**src/design/json_token_lexer_macros.svh**
```systemverilog
// Assertion macros shared by the json_token_lexer RTL.
// Each macro expects signals named clk and rst in the scope where it is used.
`ifndef JSON_TOKEN_LEXER_MACROS_SVH
`define JSON_TOKEN_LEXER_MACROS_SVH

// Same-cycle implication, checked at every rising edge outside reset.
`define JTL_ASSERT_NOW(label, ante, cons) \
  label: assert property (@(posedge clk) disable iff (rst) (ante) |-> (cons)) \
    else $error("json_token_lexer: same-cycle check failed");

// Next-cycle implication, checked at every rising edge outside reset.
`define JTL_ASSERT_NEXT(label, ante, cons) \
  label: assert property (@(posedge clk) disable iff (rst) (ante) |=> (cons)) \
    else $error("json_token_lexer: next-cycle check failed");

`endif

```
**src/design/jtl_pkg.sv**
```systemverilog
// Package for the JSON token lexer: offset width, token kinds, keyword spellings
// and the result slot type. Used by the output channel interface and the top level.
`default_nettype none

package jtl_pkg;

  localparam int OFFSET_BITS = 32;

  typedef logic [OFFSET_BITS-1:0] offset_t;
  typedef logic [3:0]             kind_t;

  localparam kind_t KIND_NUMBER    = 4'd0;
  localparam kind_t KIND_NULL      = 4'd1;
  localparam kind_t KIND_FALSE     = 4'd2;
  localparam kind_t KIND_TRUE      = 4'd3;
  localparam kind_t KIND_IDENT     = 4'd4;
  localparam kind_t KIND_STRING    = 4'd5;
  localparam kind_t KIND_COMMA     = 4'd6;
  localparam kind_t KIND_COLON     = 4'd7;
  localparam kind_t KIND_LBRACE    = 4'd8;
  localparam kind_t KIND_RBRACE    = 4'd9;
  localparam kind_t KIND_LBRACKET  = 4'd10;
  localparam kind_t KIND_RBRACKET  = 4'd11;
  localparam kind_t KIND_EOF       = 4'd12;
  localparam kind_t KIND_BAD_BYTE  = 4'd13;
  localparam kind_t KIND_STR_NL    = 4'd14;
  localparam kind_t KIND_STR_EOF   = 4'd15;

  localparam logic [7:0] KW_NULL  [4] = '{"n", "u", "l", "l"};
  localparam logic [7:0] KW_FALSE [5] = '{"f", "a", "l", "s", "e"};
  localparam logic [7:0] KW_TRUE  [4] = '{"t", "r", "u", "e"};

  // Candidate bits: bit 0 null, bit 1 false, bit 2 true.
  localparam logic [2:0] CAND_ALL = 3'b111;
  localparam logic [2:0] WLEN_MAX = 3'd6;

  typedef struct packed {
    kind_t       kind;
    logic [31:0] start;
    logic [31:0] len;
  } tok_t;

  // Reports an offset as its low 32 bits, zero-extended when narrower.
  function automatic logic [31:0] low32(offset_t v);
    logic [63:0] w;
    w = 64'(v);
    return w[31:0];
  endfunction

endpackage

`default_nettype wire

```
**src/design/jtl_in_if.sv**
```systemverilog
// Input channel of the JSON token lexer: one text byte per beat.
`default_nettype none

interface jtl_in_if;
  logic       valid;
  logic       ready;
  logic [7:0] data_byte;
  logic       final_byte;

  modport source (output valid, output data_byte, output final_byte, input ready);
  modport sink   (input valid, input data_byte, input final_byte, output ready);
endinterface

`default_nettype wire

```
**src/design/jtl_out_if.sv**
```systemverilog
// Output channel of the JSON token lexer: one token per beat.
// Depends on jtl_pkg for the kind type.
`default_nettype none

interface jtl_out_if;
  logic           valid;
  logic           ready;
  jtl_pkg::kind_t token_kind;
  logic [31:0]    token_start;
  logic [31:0]    token_length;
  logic           run_end;

  modport source (output valid, output token_kind, output token_start,
                  output token_length, output run_end, input ready);
  modport sink   (input valid, input token_kind, input token_start,
                  input token_length, input run_end, output ready);
endinterface

`default_nettype wire

```
**src/design/json_token_lexer.sv**
```systemverilog
// Byte-serial JSON token lexer: takes one text byte per beat and gives tokens
// as kind, start offset and length. A byte is lexed in the cycle it is taken,
// and its tokens (up to three) land in a four-slot result register that drains
// one token per cycle while the receiver is ready. A byte that makes no token
// is taken every cycle, also while tokens wait; a byte that makes tokens is
// taken once at most one earlier token is left and leaves in that cycle. run_end
// marks the last token of each byte.
// Depends on jtl_pkg, jtl_in_if, jtl_out_if and json_token_lexer_macros.svh.
`default_nettype none

module json_token_lexer (
  input  wire logic clk,
  input  wire logic rst,
  jtl_in_if.sink    text,
  jtl_out_if.source tokens
);

  typedef enum logic [3:0] {
    MODE_IDLE   = 4'b0001,
    MODE_NUMBER = 4'b0010,
    MODE_WORD   = 4'b0100,
    MODE_STRING = 4'b1000
  } lex_mode_t;

  // Lexer state.
  jtl_pkg::offset_t byte_offset, byte_offset_next;
  jtl_pkg::offset_t open_start, open_start_next;
  lex_mode_t        lex_mode, lex_mode_next;
  logic             escape_pending, escape_pending_next;
  logic [2:0]       keyword_candidates, keyword_candidates_next;
  logic [2:0]       word_length, word_length_next;

  // Result slots: old run closed, single token, run closed by end of text, eof.
  jtl_pkg::tok_t slots [4];
  jtl_pkg::tok_t slot_new [4];
  logic [3:0]    pend;
  logic [3:0]    new_mask;
  logic [1:0]    sel;
  logic          in_fire, out_fire;

  function automatic jtl_pkg::kind_t run_kind(lex_mode_t m, logic [2:0] cand,
                                              logic [2:0] wlen);
    jtl_pkg::kind_t k;
    k = jtl_pkg::KIND_NUMBER;
    if (m == MODE_STRING) begin
      k = jtl_pkg::KIND_STR_EOF;
    end else if (m == MODE_WORD) begin
      if (cand[0] && wlen == 3'd4) k = jtl_pkg::KIND_NULL;
      else if (cand[1] && wlen == 3'd5) k = jtl_pkg::KIND_FALSE;
      else if (cand[2] && wlen == 3'd4) k = jtl_pkg::KIND_TRUE;
      else k = jtl_pkg::KIND_IDENT;
    end
    return k;
  endfunction

  // Narrows the keyword candidates by one more letter at position i.
  function automatic logic [2:0] feed_cand(logic [2:0] cand, logic [2:0] i,
                                           logic [7:0] b);
    logic [2:0] c;
    c = cand;
    if (!(i < 3'd4 && b == jtl_pkg::KW_NULL[i[1:0]])) c[0] = 1'b0;
    if (!(i < 3'd5 && b == jtl_pkg::KW_FALSE[i])) c[1] = 1'b0;
    if (!(i < 3'd4 && b == jtl_pkg::KW_TRUE[i[1:0]])) c[2] = 1'b0;
    return c;
  endfunction

  function automatic logic [2:0] feed_len(logic [2:0] i);
    return (i < jtl_pkg::WLEN_MAX) ? i + 3'd1 : jtl_pkg::WLEN_MAX;
  endfunction

  logic [7:0]       b;
  logic             is_zero, is_ws, is_digit, is_alpha, is_num, num_start;
  logic             is_quote;
  jtl_pkg::offset_t pos1;
  lex_mode_t        mode_mid;
  jtl_pkg::offset_t open_mid;
  logic             esc_mid;
  logic [2:0]       cand_mid, wlen_mid;
  logic             relex;
  jtl_pkg::kind_t   punct_kind;

  always_comb begin
    b         = text.data_byte;
    is_zero   = (b == 8'h00);
    is_ws     = b inside {8'h20, 8'h09, 8'h0A, 8'h0D};
    is_digit  = b inside {["0":"9"]};
    is_alpha  = b inside {["a":"z"], ["A":"Z"]};
    is_num    = is_digit || (b inside {["a":"f"], ["A":"F"], ".", "+", "-"});
    num_start = is_digit || b == "+" || b == "-";
    is_quote  = (b == "\"");
    case (b)
      ",":     punct_kind = jtl_pkg::KIND_COMMA;
      ":":     punct_kind = jtl_pkg::KIND_COLON;
      "{":     punct_kind = jtl_pkg::KIND_LBRACE;
      "}":     punct_kind = jtl_pkg::KIND_RBRACE;
      "[":     punct_kind = jtl_pkg::KIND_LBRACKET;
      "]":     punct_kind = jtl_pkg::KIND_RBRACKET;
      default: punct_kind = jtl_pkg::KIND_BAD_BYTE;
    endcase
  end

  always_comb begin
    pos1     = byte_offset + jtl_pkg::offset_t'(1);
    new_mask = '0;
    for (int k = 0; k < 4; k++) slot_new[k] = '0;
    mode_mid = lex_mode;
    open_mid = open_start;
    esc_mid  = escape_pending;
    cand_mid = keyword_candidates;
    wlen_mid = word_length;
    relex    = 1'b0;

    // The run that was open before this byte, closed at this byte's offset.
    slot_new[0].kind  = run_kind(lex_mode, keyword_candidates, word_length);
    slot_new[0].start = jtl_pkg::low32(open_start);
    slot_new[0].len   = jtl_pkg::low32(byte_offset - open_start);

    if (is_zero) begin
      new_mask[0] = (lex_mode != MODE_IDLE);
    end else begin
      case (lex_mode)
        MODE_NUMBER: begin
          if (!is_num) begin
            new_mask[0] = 1'b1;
            relex       = 1'b1;
          end
        end
        MODE_WORD: begin
          if (is_alpha) begin
            cand_mid = feed_cand(keyword_candidates, word_length, b);
            wlen_mid = feed_len(word_length);
          end else begin
            new_mask[0] = 1'b1;
            relex       = 1'b1;
          end
        end
        MODE_STRING: begin
          slot_new[1].start = jtl_pkg::low32(open_start);
          slot_new[1].len   = jtl_pkg::low32(byte_offset - open_start);
          if (b == 8'h0A) begin
            new_mask[1]      = 1'b1;
            slot_new[1].kind = jtl_pkg::KIND_STR_NL;
            mode_mid         = MODE_IDLE;
            esc_mid          = 1'b0;
          end else if (b == "\\") begin
            esc_mid = !escape_pending;
          end else if (is_quote && !escape_pending) begin
            new_mask[1]      = 1'b1;
            slot_new[1].kind = jtl_pkg::KIND_STRING;
            mode_mid         = MODE_IDLE;
          end else begin
            esc_mid = 1'b0;
          end
        end
        default: relex = 1'b1;
      endcase

      if (relex) begin
        mode_mid = MODE_IDLE;
        esc_mid  = 1'b0;
        if (num_start) begin
          mode_mid = MODE_NUMBER;
          open_mid = byte_offset;
        end else if (is_alpha) begin
          mode_mid = MODE_WORD;
          open_mid = byte_offset;
          cand_mid = feed_cand(jtl_pkg::CAND_ALL, 3'd0, b);
          wlen_mid = 3'd1;
        end else if (is_quote) begin
          mode_mid = MODE_STRING;
          open_mid = pos1;
        end else if (!is_ws) begin
          new_mask[1]       = 1'b1;
          slot_new[1].kind  = punct_kind;
          slot_new[1].start = jtl_pkg::low32(byte_offset);
          slot_new[1].len   = 32'd1;
        end
      end
    end

    // A final byte closes whatever run this byte leaves open, then ends the text.
    new_mask[2]       = !is_zero && text.final_byte && (mode_mid != MODE_IDLE);
    slot_new[2].kind  = run_kind(mode_mid, cand_mid, wlen_mid);
    slot_new[2].start = jtl_pkg::low32(open_mid);
    slot_new[2].len   = jtl_pkg::low32(pos1 - open_mid);

    new_mask[3]       = is_zero || text.final_byte;
    slot_new[3].kind  = jtl_pkg::KIND_EOF;
    slot_new[3].start = jtl_pkg::low32(is_zero ? byte_offset : pos1);
    slot_new[3].len   = 32'd0;

    if (new_mask[3]) begin
      byte_offset_next        = '0;
      open_start_next         = '0;
      lex_mode_next           = MODE_IDLE;
      escape_pending_next     = 1'b0;
      keyword_candidates_next = jtl_pkg::CAND_ALL;
      word_length_next        = '0;
    end else begin
      byte_offset_next        = pos1;
      open_start_next         = open_mid;
      lex_mode_next           = mode_mid;
      escape_pending_next     = esc_mid;
      keyword_candidates_next = cand_mid;
      word_length_next        = wlen_mid;
    end
  end

  // Oldest pending slot goes out first.
  always_comb begin
    sel = 2'd0;
    for (int k = 3; k >= 0; k--) begin
      if (pend[k]) sel = 2'(k);
    end
  end

  assign tokens.valid        = |pend;
  assign tokens.token_kind   = slots[sel].kind;
  assign tokens.token_start  = slots[sel].start;
  assign tokens.token_length = slots[sel].len;
  assign tokens.run_end      = ($countones(pend) == 1);

  assign out_fire   = tokens.valid && tokens.ready;
  // A byte that makes no token never touches the slots, so it may pass a stall.
  assign text.ready = (pend == '0) || (new_mask == '0) ||
                      ($onehot(pend) && tokens.ready);
  assign in_fire    = text.valid && text.ready;

  always_ff @(posedge clk) begin
    if (rst) begin
      byte_offset        <= '0;
      open_start         <= '0;
      lex_mode           <= MODE_IDLE;
      escape_pending     <= 1'b0;
      keyword_candidates <= jtl_pkg::CAND_ALL;
      word_length        <= '0;
      pend               <= '0;
    end else begin
      if (in_fire) begin
        byte_offset        <= byte_offset_next;
        open_start         <= open_start_next;
        lex_mode           <= lex_mode_next;
        escape_pending     <= escape_pending_next;
        keyword_candidates <= keyword_candidates_next;
        word_length        <= word_length_next;
      end
      if (in_fire && new_mask != '0) begin
        pend <= new_mask;
      end else if (out_fire) begin
        pend[sel] <= 1'b0;
      end
    end
  end

  always_ff @(posedge clk) begin
    if (in_fire && new_mask != '0) begin
      for (int k = 0; k < 4; k++) slots[k] <= slot_new[k];
    end
  end

`include "json_token_lexer_macros.svh"

  // A byte never makes all four kinds of slot at once.
  `JTL_ASSERT_NOW(a_pend_max, 1'b1, $countones(pend) <= 3)
  // The escape flag only lives inside a string.
  `JTL_ASSERT_NOW(a_esc_in_string, escape_pending, lex_mode == MODE_STRING)
  // A zero byte ends the text and restarts offsets at zero.
  `JTL_ASSERT_NEXT(a_zero_restarts, text.valid && text.ready && text.data_byte == 8'h00,
                   byte_offset == '0 && lex_mode == MODE_IDLE)
  // Tokens of an accepted byte replace the pending set whole.
  `JTL_ASSERT_NEXT(a_load_tokens, in_fire && new_mask != '0, pend == $past(new_mask))

endmodule

`default_nettype wire
```
**src/flat_wrapper.sv**
```systemverilog
// flat-port wrapper written by rule: the top's interface ports become plain ports
module json_token_lexer_flat 
  (clk, rst, text_valid, text_data_byte, text_final_byte, text_ready, tokens_valid, tokens_token_kind, tokens_token_start, tokens_token_length, tokens_run_end, tokens_ready);
  jtl_in_if text_i ();
  jtl_out_if tokens_i ();
  input  wire logic clk;
  input  wire logic rst;
  input wire logic [$bits(text_i.valid)-1:0] text_valid;
  input wire logic [$bits(text_i.data_byte)-1:0] text_data_byte;
  input wire logic [$bits(text_i.final_byte)-1:0] text_final_byte;
  output wire logic [$bits(text_i.ready)-1:0] text_ready;
  output wire logic [$bits(tokens_i.valid)-1:0] tokens_valid;
  output wire logic [$bits(tokens_i.token_kind)-1:0] tokens_token_kind;
  output wire logic [$bits(tokens_i.token_start)-1:0] tokens_token_start;
  output wire logic [$bits(tokens_i.token_length)-1:0] tokens_token_length;
  output wire logic [$bits(tokens_i.run_end)-1:0] tokens_run_end;
  input wire logic [$bits(tokens_i.ready)-1:0] tokens_ready;
  assign text_i.valid = text_valid;
  assign text_i.data_byte = text_data_byte;
  assign text_i.final_byte = text_final_byte;
  assign text_ready = text_i.ready;
  assign tokens_valid = tokens_i.valid;
  assign tokens_token_kind = tokens_i.token_kind;
  assign tokens_token_start = tokens_i.token_start;
  assign tokens_token_length = tokens_i.token_length;
  assign tokens_run_end = tokens_i.run_end;
  assign tokens_i.ready = tokens_ready;
  json_token_lexer u_core (.clk(clk), .rst(rst), .text(text_i), .tokens(tokens_i));
endmodule
```
**config.mk**
```make
export PLATFORM = sky130hd
export DESIGN_NAME = json_token_lexer_flat
export DESIGN_NICKNAME = d
export VERILOG_FILES = /design/src/design/jtl_pkg.sv /design/src/design/jtl_in_if.sv /design/src/design/jtl_out_if.sv /design/src/design/json_token_lexer.sv /design/src/flat_wrapper.sv
export VERILOG_INCLUDE_DIRS = /design/src /design/src/design
export SDC_FILE = /design/constraint.sdc
export NUM_CORES = 1
export LEC_CHECK = 0
export BUFFER_PORTS_ARGS = -buffer_cell sky130_fd_sc_hd__buf_2
export CORE_MARGIN = 5
export CORE_UTILIZATION = 57
export CTS_BUF_LIST = sky130_fd_sc_hd__clkbuf_8 sky130_fd_sc_hd__clkbuf_16
export DETAILED_ROUTE_END_ITERATION = 8
export HOLD_SLACK_MARGIN = 0.05
export MAX_ROUTING_LAYER = met4
export PLACE_DENSITY = 0.85
export SYNTH_ARGS = -nofsm -noshare
export SYNTH_HDL_FRONTEND = slang
export SYNTH_SLANG_ARGS = --single-unit
export TNS_END_PERCENT = 20
```
**constraint.sdc**
```tcl
create_clock -name clk -period 9.57 [get_ports clk]
set_clock_uncertainty 0.2 [all_clocks]
set_input_delay 1.4355 -clock clk [delete_from_list [all_inputs] [get_ports clk]]
set_output_delay 1.4355 -clock clk [all_outputs]
set_load 0.01 [all_outputs]
```
==> results.txt, run 1 <==
- Synthesis handed over a netlist of 2190 instances.
- Placed standard-cell area: 20160 µm²
- In the final routed layout, each cell accounts on average for 22.38 µm.
* Min cycle time layout: 7.009 ns
- The flow ran to the end, and the final reports show no timing, DRC or antenna violations.
- Post-CTS clock slew at the launch and capture registers of the worst setup and hold paths: 0.05 ns
- Number of DRC violations after detailed-routing iteration 0: 2021
- The wire-length estimate of the detail-placed layout is 39290 µm.
- Capturing element of the worst setup path: u_core.slots[2][28]$_DFFE_PP_
* Sum of negative setup slack: 0 ns
- Startpoint of the lowest-slack register-to-register path: u_core.byte_offset[0]$_SDFFE_PP0N_
- Static timing analysis puts the maximum clock frequency at 142.7 MHz.
- First-pass GRT wire length: 92400 µm
- Worst vdd ir: 0.0001422 V
- Total grt overflow: 0
- Entering global routing, the biggest net connects 123 pins.
- Via count of the first global-routing pass: 16630
- Across all layers, the routed design uses 17390 vias.
- RSZ-0062 raised after global routing: no
- Drt first pass iters: 6
* Boundary Pins: 84
* Post-Synthesis Cell Area: 19550 µm²
- Primary flip-flop cell chosen by synthesis mapping: edfxtp_1
- Setup bufs post-CTS: 0
* Endpoint of the worst-slack reg-to-reg timing path: u_core.slots[2][31]$_DFFE_PP_
* Initial Utilization: 0.5801
- After detailed routing, the total wire length is 59410 µm.
* Worst setup path start: text_data_byte[4]
- The net count of the finished layout is 2254.
- In the global route stage, overall resource usage came out at 0.3078.
- Clock buffer count from CTS: 36
* Area of the core region: 33700 µm²
* Worst-case headroom to the max-slew limit: 0.3146
* Die span in x: 195.2 µm
- Fin crit share: 0.7324
- In the final layout, the share of cells above drive strength 1 is 0.09429.
- Pwr per Cell Area: 189.5 nW/µm²
* Post-synth EDFFs: 236
- For this run, design rule violations remaining after detail routing come to 0.
- Classification of the worst setup path: in -> reg
* Cts repair resizes: 0
- At the pin with the least slew margin, the transition time is 1.024 ns.
* Routability congestion estimate from global placement: 1.018
- Area Overhead vs Synth: 8.915%
* Number of port buffers: 83
- Of the total synthesized cell area, the portion taken by AND, OR, NAND and NOR gates is 0.1867.
- The die is 195.2 µm tall.
- Initial antenna violation count: 1
- Clock tree synthesis found a total of 315 sinks.
- In the routed layout, each cell is associated on average with a via count of 6.548.
- Clock tree from TritonCTS: built
- The tree is rooted in a clkbuf_16.
- Traced cell by cell, the critical path runs through buf_2 > nor4_2 > a2bb2oi_1 > a31oi_2 > a21o_2 > nand2_2 > a21oi_1 > a21oi_1 > ha_1 > fa_1 > inv_1 > nor2_1 > o21ai_0 > o311ai_0 > o211ai_1 > nand3b_1 > a2111oi_2 > nor2_1 > o21a_1 > a311o_1.
* Tightest Hold Check Type: reg -> reg
- Depth of the worst register-to-register path: 19
- The portion of synthesized area spent on multiplexers is 0.001600.
* CP max stage delay: 0.58 ns
- Summed over all cells, the static leakage comes to 8.023 nW.
* WP data required: 9.63 ns
- Maximum level of the CTS H-tree: 2
- Final hold analysis gives a worst-case slack of 0.2576 ns.
* Clock latency of the later-clocked register in the worst-skew pair: 0.54 ns
- Register bit total from synthesis: 315
* Combinational family with the most area after synthesis: compound AO/OA/AOI/OAI gates
- Yosys warns: 0
- Data on the critical path arrives at its endpoint at 7.07 ns.
- Average cell area after synthesis: 8.927 µm²
* Site Rows: 67
* Leading cell type in the layout, fill and taps excluded: nand2_1
- Fraction of the mapped netlist area in compound gates: 0.2071
- The number of pins with negative max-slew slack in the final report was 0.
- Commonest non-fill, non-tap cells in the layout: nand2_1 (261), edfxtp_1 (236), nor2_1 (197)
- Startpoint kind of the worst setup timing path: input port
- Final design area excluding fillers: 21290 µm²
- Area share of xor/xnor cells in the synthesized design: 0.06227
- Number of antenna-violating nets in the routed design: 0
- The final hold violation count is 0.
- MaxCap Viol Count: 0
- Setup slack, reg-to-reg: 3.17 ns
- Share of flip-flops with an asynchronous set or reset after synthesis: 0
- Adder and majority cell fraction of the synthesized area: 0.04691
- Nets in the synthesized netlist: 2264
- The worst setup path is captured at a flip-flop.
- Worst Path Max Fanout: 16
* Final setup fails: 0
* Hold buffers post-CTS: 0
* Highest-delay cell along the critical path: a2111oi_2
- Counting distinct cell types in the post-synthesis netlist gives 98.
- The floorplan step defined a die boundary enclosing 38100 µm².
- Part of the Yosys area used for sequential elements: 0.4434
- The design draws 4.034 mW.
- The clock passes through at most 3 buffers.
- Measured on the finished design, the core utilization comes to 0.6318.
[through the flow]
step,setup slack [ns],instances
after floorplan,0.1232,2190
after global placement,2.392,2590
after detailed placement,2.233,2590
after CTS,2.765,2654
after global routing,2.394,2655
final,2.561,2655
[how the worst min path moves through the flow]
stage / from / to / cells after the start
2_1_floorplan: u_core.open_start[3]$_SDFFE_PP0N_ / u_core.slots[0][35]$_DFFE_PP_ / 0
3_3_place_gp: u_core.open_start[3]$_SDFFE_PP0N_ / u_core.slots[0][35]$_DFFE_PP_ / 0
3_5_place_dp: u_core.open_start[3]$_SDFFE_PP0N_ / u_core.slots[0][35]$_DFFE_PP_ / 0
4_1_cts: u_core.open_start[3]$_SDFFE_PP0N_ / u_core.slots[0][35]$_DFFE_PP_ / 0
5_1_grt: u_core.open_start[3]$_SDFFE_PP0N_ / u_core.slots[0][35]$_DFFE_PP_ / 0
6_report: u_core.open_start[3]$_SDFFE_PP0N_ / u_core.slots[0][35]$_DFFE_PP_ / 0
[flip-flops by register name, summed over array words and instances, names as in the netlist]
| register | count |
|---|---|
| u_core.byte_offset | 32 |
| u_core.escape_pending | 1 |
| u_core.keyword_candidates | 3 |
| u_core.lex_mode | 4 |
| u_core.open_start | 32 |
| u_core.pend | 4 |
| u_core.slots | 236 |
| u_core.word_length | 3 |
[cells in the mapped netlist (4+ instances only)]
cell type    n  share of area
nor4_2       4         0.0026
o21ai_1      5         0.0013
ha_1        58          0.037
clkbuf_1   121          0.023
and3_1      29         0.0093
xor2_1      48          0.022
o21bai_1    15         0.0058
o211ai_1     6         0.0023
a22oi_1     45          0.017
a32oi_1      7         0.0031
nand3b_1    10         0.0038
nor2b_1     50          0.016
dfxtp_1     79          0.081
inv_1       99          0.019
a211oi_1    43          0.017
a21o_1      30          0.012
and2_1      16         0.0051
buf_4        7         0.0027
nand3_1     79          0.020
or4_1        5         0.0019
o21a_1      13         0.0050
nor2_1     198          0.038
a21oi_2      4         0.0018
nand4_1     22         0.0070
nand2b_1    13         0.0042
a21boi_0     7         0.0027
edfxtp_1   236           0.36
buf_2       11         0.0028
o21ai_0     85          0.022
nand2_1    262          0.050
o311a_1      5         0.0026
o31ai_1     10         0.0038
o22ai_1     18         0.0058
or2_2        7         0.0022
a21oi_1    191          0.049
a31oi_1     90          0.029
maj3_1      12         0.0061
or3_1       10         0.0032
xnor2_1     91          0.041
buf_1       16         0.0031
o31a_1       5         0.0022
nor3_1      41          0.010
[power breakdown]
group / switching (mW) / internal [mW] / total (mW)
Clock: 0.557 / 0.771 / 1.33
Combinational: 0.671 / 0.319 / 0.991
Sequential: 0.0499 / 1.67 / 1.72
Total: 1.28 / 2.76 / 4.03
[layer usage]
metal / global-route usage / vias to the layer above / share of wire
met2: 0.4884 / 1029 / 0.46
met5: - / - / 0
met1: 0.4097 / 8280 / 0.40
met3: 0.04412 / 169 / 0.098
met4: 0.1047 / 0 / 0.035
li1: - / 7908 / -
[cells by family (layout without fill, tap and decap cells)]
family	Yosys count	in the layout
other cells	0	1
mux	3	3
xor+xnor	139	139
fa+ha+maj	74	74
flops	315	315
compound gates	628	628
simple gates	773	773
buf+inv	258	274
[critical path, delay by kind of cell]
kind                       cells  cell delay (ns)
AOI/OAI and AO/OA             11             3.43
and+or+nand+nor                5             1.22
buffers and inverters          2             0.30
adders and majority gates      2             0.67
[final cells by class]
cell class              instances  area [µm²]
repair buffers                109       623.1
fillers                      2816       12410
diodes                          1       2.502
clock buffers                  39       953.4
well taps                     448       560.5
inverters                     101       386.6
clock inverters                25       173.9
flip-flops and latches        315        8668
multi-input cells            1617        9925
Note: power is estimated with default switching activity, not from simulation.
==> run 2, diff against run 1 <==
ABC_AREA = 1   (was not set)
CORE_UTILIZATION = 63   (was 57)
PLACE_DENSITY = 0.88   (was 0.85)
clock period = 7.05 ns   (was 9.57 ns; I/O delays follow)
==> run 2 against run 1 <==
Clock power rose by 34%. Utilization rose by 5.8 points. Routed wire length rose by 9.8%. Critical endpoint is now u_core.slots[2][30]$_DFFE_PP_. Largest power group unchanged.
==> results.txt, run 2 <==
- Run status: finished clean
- The largest buffer count on any clock path came to 3 (unchanged).
- Net total in the final layout: 2674 (+19%)
* Die Y-Extent: 187.4 µm (-4.0%)
* Clock latency of the later-clocked register in the worst-skew pair: 0.54 ns (about the same)
* Post-CTS clock slew at the launch and capture registers of the worst setup and hold paths: 0.06 ns (about the same)
- The worst setup path is captured at a flip-flop.
- Total grt overflow: 0 (unchanged)
- Pre-CTS setup slack: 1.605 ns (-0.6280 ns)
- By startpoint and endpoint, the worst setup path is classified as reg -> reg.
- The required time of the worst setup path came to 7.13 ns (-2.50 ns).
* Via-per-instance ratio: 6.243 (-4.7%)
- Number of different library cells in the post-synthesis netlist: 57 (-42%)
- Slew at the pin closest to its max-slew limit: 1.082 ns (+0.05814 ns)
- In the synthesized netlist the dominant register cell turns out to be edfxtp_1.
* Count of mapped cells out of synthesis: 2560 (+17%)
- In this design, the critical path's most frequently occurring cell is nand2_1.
* Comb pwr share: 0.288 (+0.042)
- TritonCTS built the clock tree.
- The combined flip-flop and latch cell area is 8668 µm² (unchanged).
* Count of filler cells inserted in the layout: 2554 (-9.3%)
- Setup slack, reg-to-reg: 1.81 ns (-1.36 ns)
* Placed standard-cell area: 20500 µm² (+1.7%)
- Worst-case setup margin in the final layout: 1.815 ns (-0.7467 ns)
- After synthesis, the cell types taking the most area are edfxtp_1 (36%), nand2_1 (12%), dfxtp_1 (8.0%).
* Drt first pass iters: 8 (+2)
* Via count of the first global-routing pass: 18050 (+8.5%)
* Highest-delay cell along the critical path: dfxtp_1
* Area of the core region: 31310 µm² (-7.1%)
- The final RePlAce weighted congestion came to 1.059 (+4.1%).
* Register bit total from synthesis: 315 (unchanged)
* Final setup fails: 0 (unchanged)
- CP max stage delay: 0.60 ns (+0.02 ns)
- Startpoint kind of the worst setup timing path: flip-flop
- The final hold violation count was 0 (unchanged).
* Number of DRC violations after detailed-routing iteration 0: 2687 (+33%)
* Number of port buffers: 83 (unchanged)
- The total number of vias is 18900 (+8.7%).
- The top cell type's share of synthesized area was 0.3575 (-0.005033).
- Post-Synthesis Cell Area: 19830 µm² (+1.4%)
- Register containing the most flip-flops in the final layout: u_core.slots
* Largest registers: u_core.slots x236, u_core.byte_offset x32, u_core.open_start x32
- Site Rows: 65 (-3.0%)
- Setup bufs post-CTS: 0 (unchanged)
* Average detailed-routed wire length per instance: 21.56 µm (-3.7%)
* Final design area excluding fillers: 21610 µm² (+1.5%)
* CTS sink count: 315 (unchanged)
- The first-pass GRT wire length was 100800 µm (+9.1%).
- Post-synth EDFFs: 236 (unchanged)
- Setup repair after global routing left no endpoint under its margin.
- Nets in the synthesized netlist: 2634 (+16%)
- The smallest clock period supported by the final layout is computed as 5.235 ns.
* Max Clock Freq: 191.0 MHz
* Share of flip-flops with an asynchronous set or reset after synthesis: 0 (unchanged)
- Leading cell type in the layout, fill and taps excluded: nand2_1
- Maximum level of the CTS H-tree: 2 (unchanged)
- Sum of negative setup slack: 0 ns (unchanged)
- Cell breakdown of the critical path: ha_1 > inv_1 > nor2_1 > nand2_1 > nor2_1 > nand2_1 > nor4_1 > nand4_1 > xor2_1 > inv_1 > o22ai_1 > nand2_1 > o21ai_0 > ha_1 > inv_1 > nor3_1 > inv_1 > nor2_1 > and2_1 > nand2_1 > nand4_1 > nand2_1
- In this run the clock root is driven by a clkbuf_16.
- Initial antenna violation count: 1 (unchanged)
- The worst-case headroom to the max-slew limit is 0.2766 (-0.03795).
- The arrival time reported for the critical path endpoint was 5.32 ns (-1.75 ns).
* Number of antenna-violating nets in the routed design: 0 (unchanged)
- The number of buffers inserted during clock tree synthesis is 34 (-5.6%).
* Drt total wl: 65260 µm (+9.8%)
- The switching power of the nets was 2.048 mW (+60%).
* Share of total power in sequential cells: 0.406 (-0.019)
- Average cell area after synthesis: 7.744 µm² (-13%)
- Power, Total: 5.826 mW (+44%)
- The count of hold-fix buffers inserted at cts was 0 (unchanged).
- The width of the die was 187.4 µm (-4.0%).
- The count of synthesis-stage warnings from yosys was 0 (unchanged).
* Commonest non-fill, non-tap cells in the layout: nand2_1 (628), inv_1 (299), nor2_1 (288)
- Biggest area consumer among synthesized cells: edfxtp_1
- Most repeated cell in the gate-level netlist after synthesis: nand2_1
- The final routed DRC violation total was 0 (unchanged).
- The power share of the clock group came to 0.306 (-0.023).
- The switching fraction of total power was 0.3515 (+0.03476).
- Tightest Hold Check Type: reg -> reg
* Cts repair resizes: 0 (unchanged)
- Pwr per Cell Area: 269.6 nW/µm² (+42%)
- Worst Path Max Fanout: 7 (-9)
- Hold Slack: 0.2863 ns (+0.02868 ns)
* Post-DP HPWL: 46120 µm (+17%)
- The leakage power came to 9.526 nW (+19%).
* Max FFs per register: 236 (unchanged)
* Synth top cells by count: nand2_1 (628), inv_1 (294), nor2_1 (291)
* Part of the Yosys area used for sequential elements: 0.4372 (-0.006156)
- Internal power: 3.778 mW (+37%)
- The share of layout cells above drive strength 1 came to 0.1098 (+0.01547).
- Die footprint: 35120 µm² (-7.8%)
- Initial Utilization: 0.6332 (+0.05305)
- Dividing the final minimum period by the clock period gives 0.7426.
- The number of pins with negative max-slew slack in the final report is 0 (unchanged).
- Area Overhead vs Synth: 9.012% (about the same)
- Worst vdd ir: 0.0002764 V (+94%)
- Boundary Pins: 84 (unchanged)
- MaxCap Viol Count: 0 (unchanged)
* Combined area of the multi-input logic cells: 9535 µm² (-3.9%)
* Global router's overall resource usage: 0.3724 (+0.06460)
* Maximum number of pins on one net before global-route repair: 102 (-17%)
## run 2: cell count changes after synthesis, moves of 37 or more
cell,before,now
a21oi_1,191,123
a31oi_1,90,12
clkbuf_1,121,69
inv_1,99,294
nand2_1,262,628
nand2_2,2,39
nand3_1,79,124
nor2_1,198,291
nor2b_1,50,0
o21ai_0,85,185
xnor2_1,91,10
## run 2: path summary, 6_finish.rpt
path	from	end	cells past startpoint
setup / recovery	u_core.byte_offset[0]$_SDFFE_PP0N_	u_core.slots[2][30]$_DFFE_PP_	22
hold / removal	u_core.open_start[13]$_SDFFE_PP0N_	u_core.slots[0][45]$_DFFE_PP_	0
setup reg to reg	u_core.byte_offset[0]$_SDFFE_PP0N_	u_core.slots[2][30]$_DFFE_PP_	22
hold reg to reg	u_core.open_start[13]$_SDFFE_PP0N_	u_core.slots[0][45]$_DFFE_PP_	0
## run 2: kinds of logic (layout without fill, tap and decap cells)
family | count (synthesis) | after routing | share of synthesized area
adder cells (fa/ha/maj) | 61 | 61 | 0.03963
other | 0 | 1 | 0
flip-flops | 315 | 315 | 0.4372
buffers and inverters | 419 | 483 | 0.08324
AO/OA/AOI/OAI | 490 | 490 | 0.1444
AND/OR/NAND/NOR | 1215 | 1215 | 0.2690
XOR/XNOR | 60 | 60 | 0.02651
## run 2: metrics by stage
stage,util,std cells
floorplan,-,2560
global placement,0.6548,2966
detailed placement,0.6548,2966
CTS,0.6902,3026
global route,0.6902,3027
finish,0.6902,3027
## run 2: worst max-delay path: cells and delay by family, from the launching register on
family / cells / cell delay (ns)
DFF: 1 / 0.60
AOI/OAI and AO/OA: 2 / 0.24
buffers and inverters: 4 / 0.45
adders and majority gates: 2 / 0.91
and+or+nand+nor: 13 / 2.34
xor gates and xnor gates: 1 / 0.22
## run 2: layout make-up
cell class / count / area share
Sequential cell: 315 / 0.4011
Antenna cell: 1 / 0.0001158
Clock inverter: 25 / 0.01117
Inverter: 320 / 0.05639
Timing Repair Buffer: 103 / 0.02675
Clock buffer: 35 / 0.04000
Multi-Input combinational cell: 1826 / 0.4412
Tap cell: 402 / 0.02327
## run 2: power groups by stage
stage	Sequential (mW)	Clock (mW)	Combinational (mW)
6_report	2.36	1.78	1.68
5_1_grt	2.38	1.87	1.82
3_3_place_gp	2.39	0	1.60
4_1_cts	2.36	1.79	1.65
3_5_place_dp	2.40	0	1.63
2_1_floorplan	2.39	0	1.05
## run 2: per-layer routing
layer	vias to the layer above	GRT usage	routed length [µm]
met3	248	0.07428	7960
met1	8749	0.4919	25300
li1	8608	-	-
met5	-	-	0
met2	1293	0.5548	28340
met4	0	0.1798	3663
